<file path="config.mk">
export PLATFORM = sky130hd
export DESIGN_NAME = array_insert_delete_search_unit
export DESIGN_NICKNAME = d
export VERILOG_FILES = /design/src/hdl/aids_pkg.sv /design/src/hdl/array_insert_delete_search_unit.sv /design/src/hdl/aids_cell.sv
export SDC_FILE = /design/constraint.sdc
export NUM_CORES = 2
export LEC_CHECK = 0
export ABC_AREA = 1
export CAP_MARGIN = 40
export CORE_ASPECT_RATIO = 1.25
export CORE_MARGIN = 2
export CORE_UTILIZATION = 45
export CTS_BUF_LIST = sky130_fd_sc_hd__clkbuf_4 sky130_fd_sc_hd__clkbuf_8
export CTS_CLUSTER_DIAMETER = 200
export DETAILED_ROUTE_END_ITERATION = 10
export DONT_BUFFER_PORTS = 1
export PLACE_DENSITY = 0.63
export REMOVE_ABC_BUFFERS = 1
export SLEW_MARGIN = 20
export SYNTH_ARGS = -nofsm -noshare
export SYNTH_HDL_FRONTEND = slang
export SYNTH_SLANG_ARGS = --single-unit
</file>
<file path="constraint.sdc">
create_clock -name clk -period 5.27 [get_ports clk]
set_input_delay 1.054 -clock clk [delete_from_list [all_inputs] [get_ports clk]]
set_output_delay 1.054 -clock clk [all_outputs]
set_load 0.01 [all_outputs]
</file>
<file path="src/hdl/aids_pkg.sv">
// Shared constants and types for the array insert/delete/search unit.
// No dependencies; used by aids_cell, array_insert_delete_search_unit and the testbench.
package aids_pkg;

    localparam int TABLE_DEPTH_DEF = 16;
    localparam int WORD_W          = 32;
    localparam int FUNC_W          = 2;
    localparam int POS_W           = 5;
    localparam int STATUS_W        = 2;

    localparam logic [FUNC_W-1:0] FN_APPEND = 2'd0;
    localparam logic [FUNC_W-1:0] FN_INSERT = 2'd1;
    localparam logic [FUNC_W-1:0] FN_DELETE = 2'd2;
    localparam logic [FUNC_W-1:0] FN_SEARCH = 2'd3;

    localparam logic [STATUS_W-1:0] ST_OK       = 2'd0;
    localparam logic [STATUS_W-1:0] ST_FULL     = 2'd1;
    localparam logic [STATUS_W-1:0] ST_BADPOS   = 2'd2;
    localparam logic [STATUS_W-1:0] ST_NOTFOUND = 2'd3;

    // cell update modes
    localparam logic [1:0] MODE_HOLD  = 2'd0;
    localparam logic [1:0] MODE_PUT   = 2'd1;
    localparam logic [1:0] MODE_OPEN  = 2'd2;
    localparam logic [1:0] MODE_CLOSE = 2'd3;

    typedef struct packed {
        logic [1:0]               mode;
        logic signed [WORD_W-1:0] value;
    } cell_ctrl_t;

endpackage

</file>
<file path="src/hdl/array_insert_delete_search_unit.sv">
// Top level of the array insert/delete/search unit: command register, control
// and a row of aids_cell slots. Depends on aids_pkg and aids_cell.
//
// A packed table of signed 32-bit words with an entry count. Commands are
// append, insert at a 1-based position, delete first match, and search first
// match; each returns one result word with status, position and count. A
// command is accepted in the idle state and runs in the execute state: the
// accept edge loads it and lets each cell compare its entry to the value, the
// execute edge resolves the first match along the cell chain and updates the
// cells at once. One command is in flight at a time, so a new word is taken
// only once the last has executed; a result waiting in the output register
// stalls the execute state. Table contents need no clearing after reset.
module array_insert_delete_search_unit
    import aids_pkg::*;
#(
    parameter int TABLE_DEPTH = TABLE_DEPTH_DEF
)
(
    input  logic                       clk,
    input  logic                       rst_n,
    input  logic                       in_valid,
    output logic                       in_stall,
    input  logic [FUNC_W-1:0]          func,
    input  logic signed [WORD_W-1:0]   value,
    input  logic [POS_W-1:0]           position,
    output logic                       out_valid,
    input  logic                       out_stall,
    output logic [STATUS_W-1:0]        status,
    output logic [POS_W-1:0]           found_position,
    output logic [POS_W-1:0]           entry_count
);

    localparam int CW = $clog2(TABLE_DEPTH + 1);
    localparam int PW = ((CW > POS_W) ? CW : POS_W) + 1;
    localparam logic [CW-1:0] FULL_CNT = CW'(TABLE_DEPTH);

    localparam logic ST_IDLE = 1'b0;
    localparam logic ST_EXEC = 1'b1;

    logic state_reg, state_next;
    logic accept, exec_go, out_take;

    logic [FUNC_W-1:0]        func_reg;
    logic signed [WORD_W-1:0] value_reg;
    logic [POS_W-1:0]         pos_reg;

    logic [CW-1:0] count_reg, count_next;

    logic                    out_valid_reg;
    logic [STATUS_W-1:0]     status_reg, status_next;
    logic [POS_W-1:0]        found_reg;
    logic [POS_W-1:0]        count_out_reg;

    logic signed [WORD_W-1:0] entry_w [TABLE_DEPTH];
    logic [TABLE_DEPTH:0]     before_w;
    logic [TABLE_DEPTH-1:0]   first_w;

    cell_ctrl_t    ctrl;
    logic [PW-1:0] target;
    logic [PW-1:0] where;
    logic [PW-1:0] hit_pos;
    logic [PW-1:0] cnt_w, pos_w;
    logic          full, badpos, any_hit;

    assign in_stall = (state_reg != ST_IDLE);
    assign accept   = in_valid & ~in_stall;
    assign out_take = out_valid_reg & ~out_stall;
    assign exec_go  = (state_reg == ST_EXEC) && (!out_valid_reg || !out_stall);

    assign cnt_w   = PW'(count_reg);
    assign pos_w   = PW'(pos_reg);
    assign full    = (count_reg == FULL_CNT);
    assign badpos  = (pos_reg == '0) || (pos_w > cnt_w + PW'(1));
    assign any_hit = before_w[TABLE_DEPTH];

    assign before_w[0] = 1'b0;

    genvar gi;
    generate
        for (gi = 0; gi < TABLE_DEPTH; gi++)
        begin : g_cell
            logic signed [WORD_W-1:0] left_e, right_e;
            if (gi == 0)
            begin : g_first
                assign left_e = entry_w[gi];
            end
            else
            begin : g_mid_l
                assign left_e = entry_w[gi-1];
            end
            if (gi == TABLE_DEPTH - 1)
            begin : g_last
                assign right_e = entry_w[gi];
            end
            else
            begin : g_mid_r
                assign right_e = entry_w[gi+1];
            end

            aids_cell #(
                .IDX (gi),
                .TW  (PW)
            ) u_cell (
                .clk         (clk),
                .rst_n       (rst_n),
                .cmp_en      (accept),
                .cmp_value   (value),
                .count       (cnt_w),
                .exec_en     (exec_go),
                .ctrl        (ctrl),
                .target      (target),
                .left_entry  (left_e),
                .right_entry (right_e),
                .before_in   (before_w[gi]),
                .entry       (entry_w[gi]),
                .before_out  (before_w[gi+1]),
                .first_hit   (first_w[gi])
            );
        end
    endgenerate

    always_comb
    begin
        hit_pos = '0;
        for (int i = 0; i < TABLE_DEPTH; i++)
        begin
            if (first_w[i])
                hit_pos = hit_pos | PW'(i + 1);
        end
    end

    always_comb
    begin
        status_next = ST_OK;
        where       = '0;
        count_next  = count_reg;
        ctrl.mode   = MODE_HOLD;
        ctrl.value  = value_reg;
        target      = cnt_w;
        unique case (func_reg)
            FN_APPEND:
            begin
                if (full)
                    status_next = ST_FULL;
                else
                begin
                    ctrl.mode  = MODE_PUT;
                    target     = cnt_w;
                    count_next = count_reg + CW'(1);
                    where      = cnt_w + PW'(1);
                end
            end
            FN_INSERT:
            begin
                if (full)
                    status_next = ST_FULL;
                else if (badpos)
                    status_next = ST_BADPOS;
                else
                begin
                    ctrl.mode  = MODE_OPEN;
                    target     = pos_w - PW'(1);
                    count_next = count_reg + CW'(1);
                    where      = pos_w;
                end
            end
            FN_DELETE:
            begin
                if (!any_hit)
                    status_next = ST_NOTFOUND;
                else
                begin
                    ctrl.mode  = MODE_CLOSE;
                    count_next = count_reg - CW'(1);
                    where      = hit_pos;
                end
            end
            FN_SEARCH:
            begin
                if (!any_hit)
                    status_next = ST_NOTFOUND;
                else
                    where = hit_pos;
            end
            default:
            begin
                status_next = ST_OK;
            end
        endcase
    end

    always_comb
    begin
        state_next = state_reg;
        unique case (state_reg)
            ST_IDLE:
            begin
                if (accept)
                    state_next = ST_EXEC;
            end
            ST_EXEC:
            begin
                if (exec_go)
                    state_next = ST_IDLE;
            end
            default:
            begin
                state_next = ST_IDLE;
            end
        endcase
    end

    always_ff @(posedge clk or negedge rst_n)
    begin
        if (!rst_n)
        begin
            state_reg     <= ST_IDLE;
            count_reg     <= '0;
            out_valid_reg <= 1'b0;
        end
        else
        begin
            state_reg <= state_next;
            if (exec_go)
                count_reg <= count_next;
            if (exec_go)
                out_valid_reg <= 1'b1;
            else if (out_take)
                out_valid_reg <= 1'b0;
        end
    end

    always_ff @(posedge clk)
    begin
        if (accept)
        begin
            func_reg  <= func;
            value_reg <= value;
            pos_reg   <= position;
        end
        if (exec_go)
        begin
            status_reg    <= status_next;
            found_reg     <= where[POS_W-1:0];
            count_out_reg <= POS_W'(count_next);
        end
    end

    assign out_valid      = out_valid_reg;
    assign status         = status_reg;
    assign found_position = found_reg;
    assign entry_count    = count_out_reg;

endmodule

</file>
<file path="src/hdl/aids_cell.sv">
// One table slot: holds an entry, compares it, and shifts with its neighbors.
// Depends on aids_pkg.
module aids_cell
    import aids_pkg::*;
#(
    parameter int IDX = 0,
    parameter int TW  = 6
)
(
    input  logic                     clk,
    input  logic                     rst_n,
    input  logic                     cmp_en,
    input  logic signed [WORD_W-1:0] cmp_value,
    input  logic [TW-1:0]            count,
    input  logic                     exec_en,
    input  cell_ctrl_t               ctrl,
    input  logic [TW-1:0]            target,
    input  logic signed [WORD_W-1:0] left_entry,
    input  logic signed [WORD_W-1:0] right_entry,
    input  logic                     before_in,
    output logic signed [WORD_W-1:0] entry,
    output logic                     before_out,
    output logic                     first_hit
);

    localparam logic [TW-1:0] MY_IDX = TW'(IDX);

    logic signed [WORD_W-1:0] entry_reg, entry_next;
    logic                     match_reg, match_next;

    assign match_next = (entry_reg == cmp_value) && (MY_IDX < count);
    assign before_out = before_in | match_reg;
    assign first_hit  = match_reg & ~before_in;
    assign entry      = entry_reg;

    always_comb
    begin
        entry_next = entry_reg;
        unique case (ctrl.mode)
            MODE_PUT:
            begin
                if (MY_IDX == target)
                    entry_next = ctrl.value;
            end
            MODE_OPEN:
            begin
                if (MY_IDX == target)
                    entry_next = ctrl.value;
                else if (MY_IDX > target)
                    entry_next = left_entry;
            end
            MODE_CLOSE:
            begin
                if (before_out)
                    entry_next = right_entry;
            end
            default:
            begin
                entry_next = entry_reg;
            end
        endcase
    end

    always_ff @(posedge clk or negedge rst_n)
    begin
        if (!rst_n)
            match_reg <= 1'b0;
        else if (cmp_en)
            match_reg <= match_next;
    end

    always_ff @(posedge clk)
    begin
        if (exec_en)
            entry_reg <= entry_next;
    end

endmodule

</file>
==> flow_metrics.tcl <==
set metrics [dict create \
    r2r-start "count_reg[0]$_DFFE_PN0P_" \
    synthAdderAreaFrac_pct 0.444 \
    grt_max_degree 200 \
    seq_area_um2 17500 \
    synth_flop_cell "edfxtp_1" \
    dieHeight_um 335 \
    path_cells "clkinv_1, ha_1, inv_1, ha_1, nand2_1, nor2_1, nand2_1, nand2_1, inv_2, nand2_2, nand3_4, inv_2, a21oi_1, inv_1, ha_4, buf_4, buf_12, a21oi_1, nand2_1" \
    slew_headroom_pct 14.9 \
    grt_pass1_vias 38987 \
    fin_crit_sh_pct 93.9 \
    total_power_uw 19000 \
    path_max_fanout 199 \
    power_switching_uw 9020 \
    drc_errors 0 \
    synthArstFlopShare_pct 3.92 \
    r2r_slack_ns 0.32 \
    maxSlewViolCount 0 \
    syn_area_um2 39400 \
    worstSetupEndpointType "flip-flop" \
    reg2regPathDepth 19 \
    synthXorXnorAreaFrac_pct 4.71 \
    power_frac_seq_pct 33.9 \
    multiInputGateArea_um2 18300 \
    place_ws_ns 0.660 \
    ant_nets 0 \
    rsz0062_at_grt "no" \
    internal_power_uw 9940 \
    cts_buffers 105 \
    largest_reg_flops 512 \
    path_class "reg -> reg" \
    synth.yosys.seq_area_share_pct 44.3 \
    cap_violations 0 \
    synth_top_family_by_area "simple AND/OR/NAND/NOR gates" \
    final_hold_viol_count 0 \
    busiest_layer "met2" \
    row_count 121 \
    grt_pass1_wl_um 317000 \
    yosysWarnings 0 \
    dp.cells 6197 \
    synth_edf_count 563 \
    ys_types 50 \
    finalWirelength_um 233000 \
    period_minus_slack_ns 4.95 \
    root_buffer "clkbuf_8" \
    cp_data_required_time_ns 5.94 \
    wl_per_cell_um 36.3 \
    worst_pin_slew_ns 1.28 \
    slowest_delay_ns 0.64 \
    cpMaxStageDelayCell "buf_12" \
    vias 42612 \
    finalHoldWorstSlack_ns 0.0613 \
    cts_buffer_depth 3 \
    skew_ns 0.0680 \
    grt_use_met1_pct 61.5 \
    n_fill_cell 8745 \
    dr.pass1.iters 8 \
    p_clk_share_pct 23.9 \
    post_cts_buffers 0 \
    cp-startpoint "count_reg[0]$_DFFE_PN0P_" \
    grt_util_all_layers_pct 51.0 \
    synth_mux_area_share_pct 0 \
    switching_share_pct 47.6 \
    antenna_found_initial 20 \
    hp-class "in -> async" \
    gr-total-overflow 0 \
    cts.sinks 586 \
    io_pins 57 \
    clock_latency_ns 0.85 \
    status "finished clean" \
    path_clk_slew_ns 0.07 \
    io_buffer_count 0 \
    setup_viol 0 \
    die-area_um2 90000 \
    synth-simple-area-share_pct 29.0 \
    final_cell_mix "nand2_1 (1365), nand3_1 (910), inv_1 (576)" \
    synth-compound-area-share_pct 11.5 \
    p_per_area_nw_per_um2 437 \
    start_kind "flip-flop" \
    initial_core_util_pct 45.4 \
    fin_cells 6410 \
    syn_inst 5253 \
    worst_slack_ns 0.322 \
    cts_tree "built" \
    syn_area_per_cell_um2 7.51 \
    vdd_drop_max_v 0.000453 \
    r2r_end "g_cell[10].u_cell.entry[9]$_DFFE_PP_" \
    use_met2_pct 73.7 \
    combPwrFrac_pct 42.2 \
    gp_congestion 1.11 \
    drt_iter0_markers 7856 \
    syn_to_final_growth_pct 9.96 \
    cts_htree_levels 3 \
    core-area_um2 86900 \
    ys_seq_elements 586 \
    grtUsageMet3_pct 16.2 \
    p_leak_uw 0.0184 \
    viasPerCell 6.65 \
    hpwl_um 164000 \
    worstPathArrival_ns 5.61 \
    fmax_ghz 0.202 \
    drive_above_1_share_pct 8.32 \
    crit_top_cell "nand2_1" \
    chipWidth_um 269 \
    nNetsFinal 5202 \
    final_common_cell "nand2_1" \
]
-- cells by family after synthesis --
kind of cell,count (synthesis)
compound gates,822
simple gates,2622
flops,586
xor+xnor,212
fa+ha+maj,14
buf+inv,997
-- worst max path at each step --
stage / end / slack, ns
after floorplan: g_cell[7].u_cell.entry[0]$_DFFE_PP_ / -10.45
after global placement: g_cell[3].u_cell.entry[9]$_DFFE_PP_ / 0.60
after detailed placement: g_cell[9].u_cell.entry[29]$_DFFE_PP_ / 0.66
after CTS: g_cell[10].u_cell.entry[9]$_DFFE_PP_ / 0.62
after global routing: g_cell[5].u_cell.entry[26]$_DFFE_PP_ / 0.18
final: g_cell[10].u_cell.entry[9]$_DFFE_PP_ / 0.32
-- layer usage --
metal | share of wire, % | routed length (µm)
met2 | 42 | 96600
met5 | 0.026 | 60
met4 | 11 | 24800
met3 | 14 | 31500
met1 | 34 | 79800
-- power groups by stage --
stage | Sequential [µW] | Combinational [µW] | Clock, µW
after global placement | 6490 | 7410 | 0
after CTS | 6400 | 7540 | 4500
final | 6430 | 8000 | 4530
after global routing | 6440 | 8120 | 4680
after detailed placement | 6490 | 7500 | 0
after floorplan | 6260 | 4090 | 0
-- cells in the mapped netlist (3+ instances only) --
master | count | share of area, %
or2_2 | 9 | 0.14
ha_1 | 14 | 0.44
o211ai_1 | 10 | 0.19
nor2_1 | 150 | 1.4
nor2_2 | 4 | 0.063
o21ai_0 | 110 | 1.4
o31ai_1 | 3 | 0.057
xnor2_1 | 69 | 1.5
nand3b_1 | 4 | 0.076
a21oi_1 | 484 | 6.1
a211oi_1 | 8 | 0.15
buf_2 | 94 | 1.2
clkbuf_1 | 249 | 2.4
clkinv_1 | 6 | 0.057
o21ai_1 | 32 | 0.41
inv_1 | 582 | 5.5
nand4_1 | 47 | 0.75
nor3b_1 | 5 | 0.095
nand3_1 | 911 | 12
dfrtp_1 | 23 | 1.5
buf_1 | 41 | 0.39
nand2_1 | 1378 | 13
o2111ai_1 | 33 | 0.73
xor2_1 | 143 | 3.2
a221oi_1 | 7 | 0.16
inv_2 | 7 | 0.067
edfxtp_1 | 563 | 43
o221ai_1 | 10 | 0.22
buf_4 | 17 | 0.32
o22ai_1 | 114 | 1.8
nand2_2 | 4 | 0.063
nor4_1 | 61 | 0.97
nor3_1 | 34 | 0.43
nor2_4 | 3 | 0.086
-- metrics by stage --
stage	area, µm²	utilization, %	TNS, ns
final	43400	49.9	0
after global routing	43300	49.9	0
after CTS	43300	49.8	0
after detailed placement	41200	47.4	0
after global placement	40800	46.9	0
after floorplan	37700	-	-9577.11
-- timing repair --
item,4_1_cts,5_1_grt
endpoints found under the hold margin,23,0
gates resized for setup,0,0
hold buffers,1,0
-- final cells by class --
type | instances | share of cell area (%)
multi-input cells | 3670 | 42.2
clock inverters | 37 | 0.586
diodes | 12 | 0.0693
clock buffers | 155 | 4.21
flip-flops and latches | 586 | 40.3
repair buffers | 187 | 4.08
well taps | 1168 | 3.37
inverters | 595 | 5.17
-- worst max-delay path: cells and delay by family (launching register included) --
family | cells | cell delay, ns
adder cells (fa/ha/maj) | 3 | 0.92
buffers and inverters | 7 | 1.95
flip-flops | 1 | 0.55
AND/OR/NAND/NOR | 7 | 0.68
AO/OA/AOI/OAI | 2 | 0.25
Note: power is estimated with default switching activity, not from simulation.
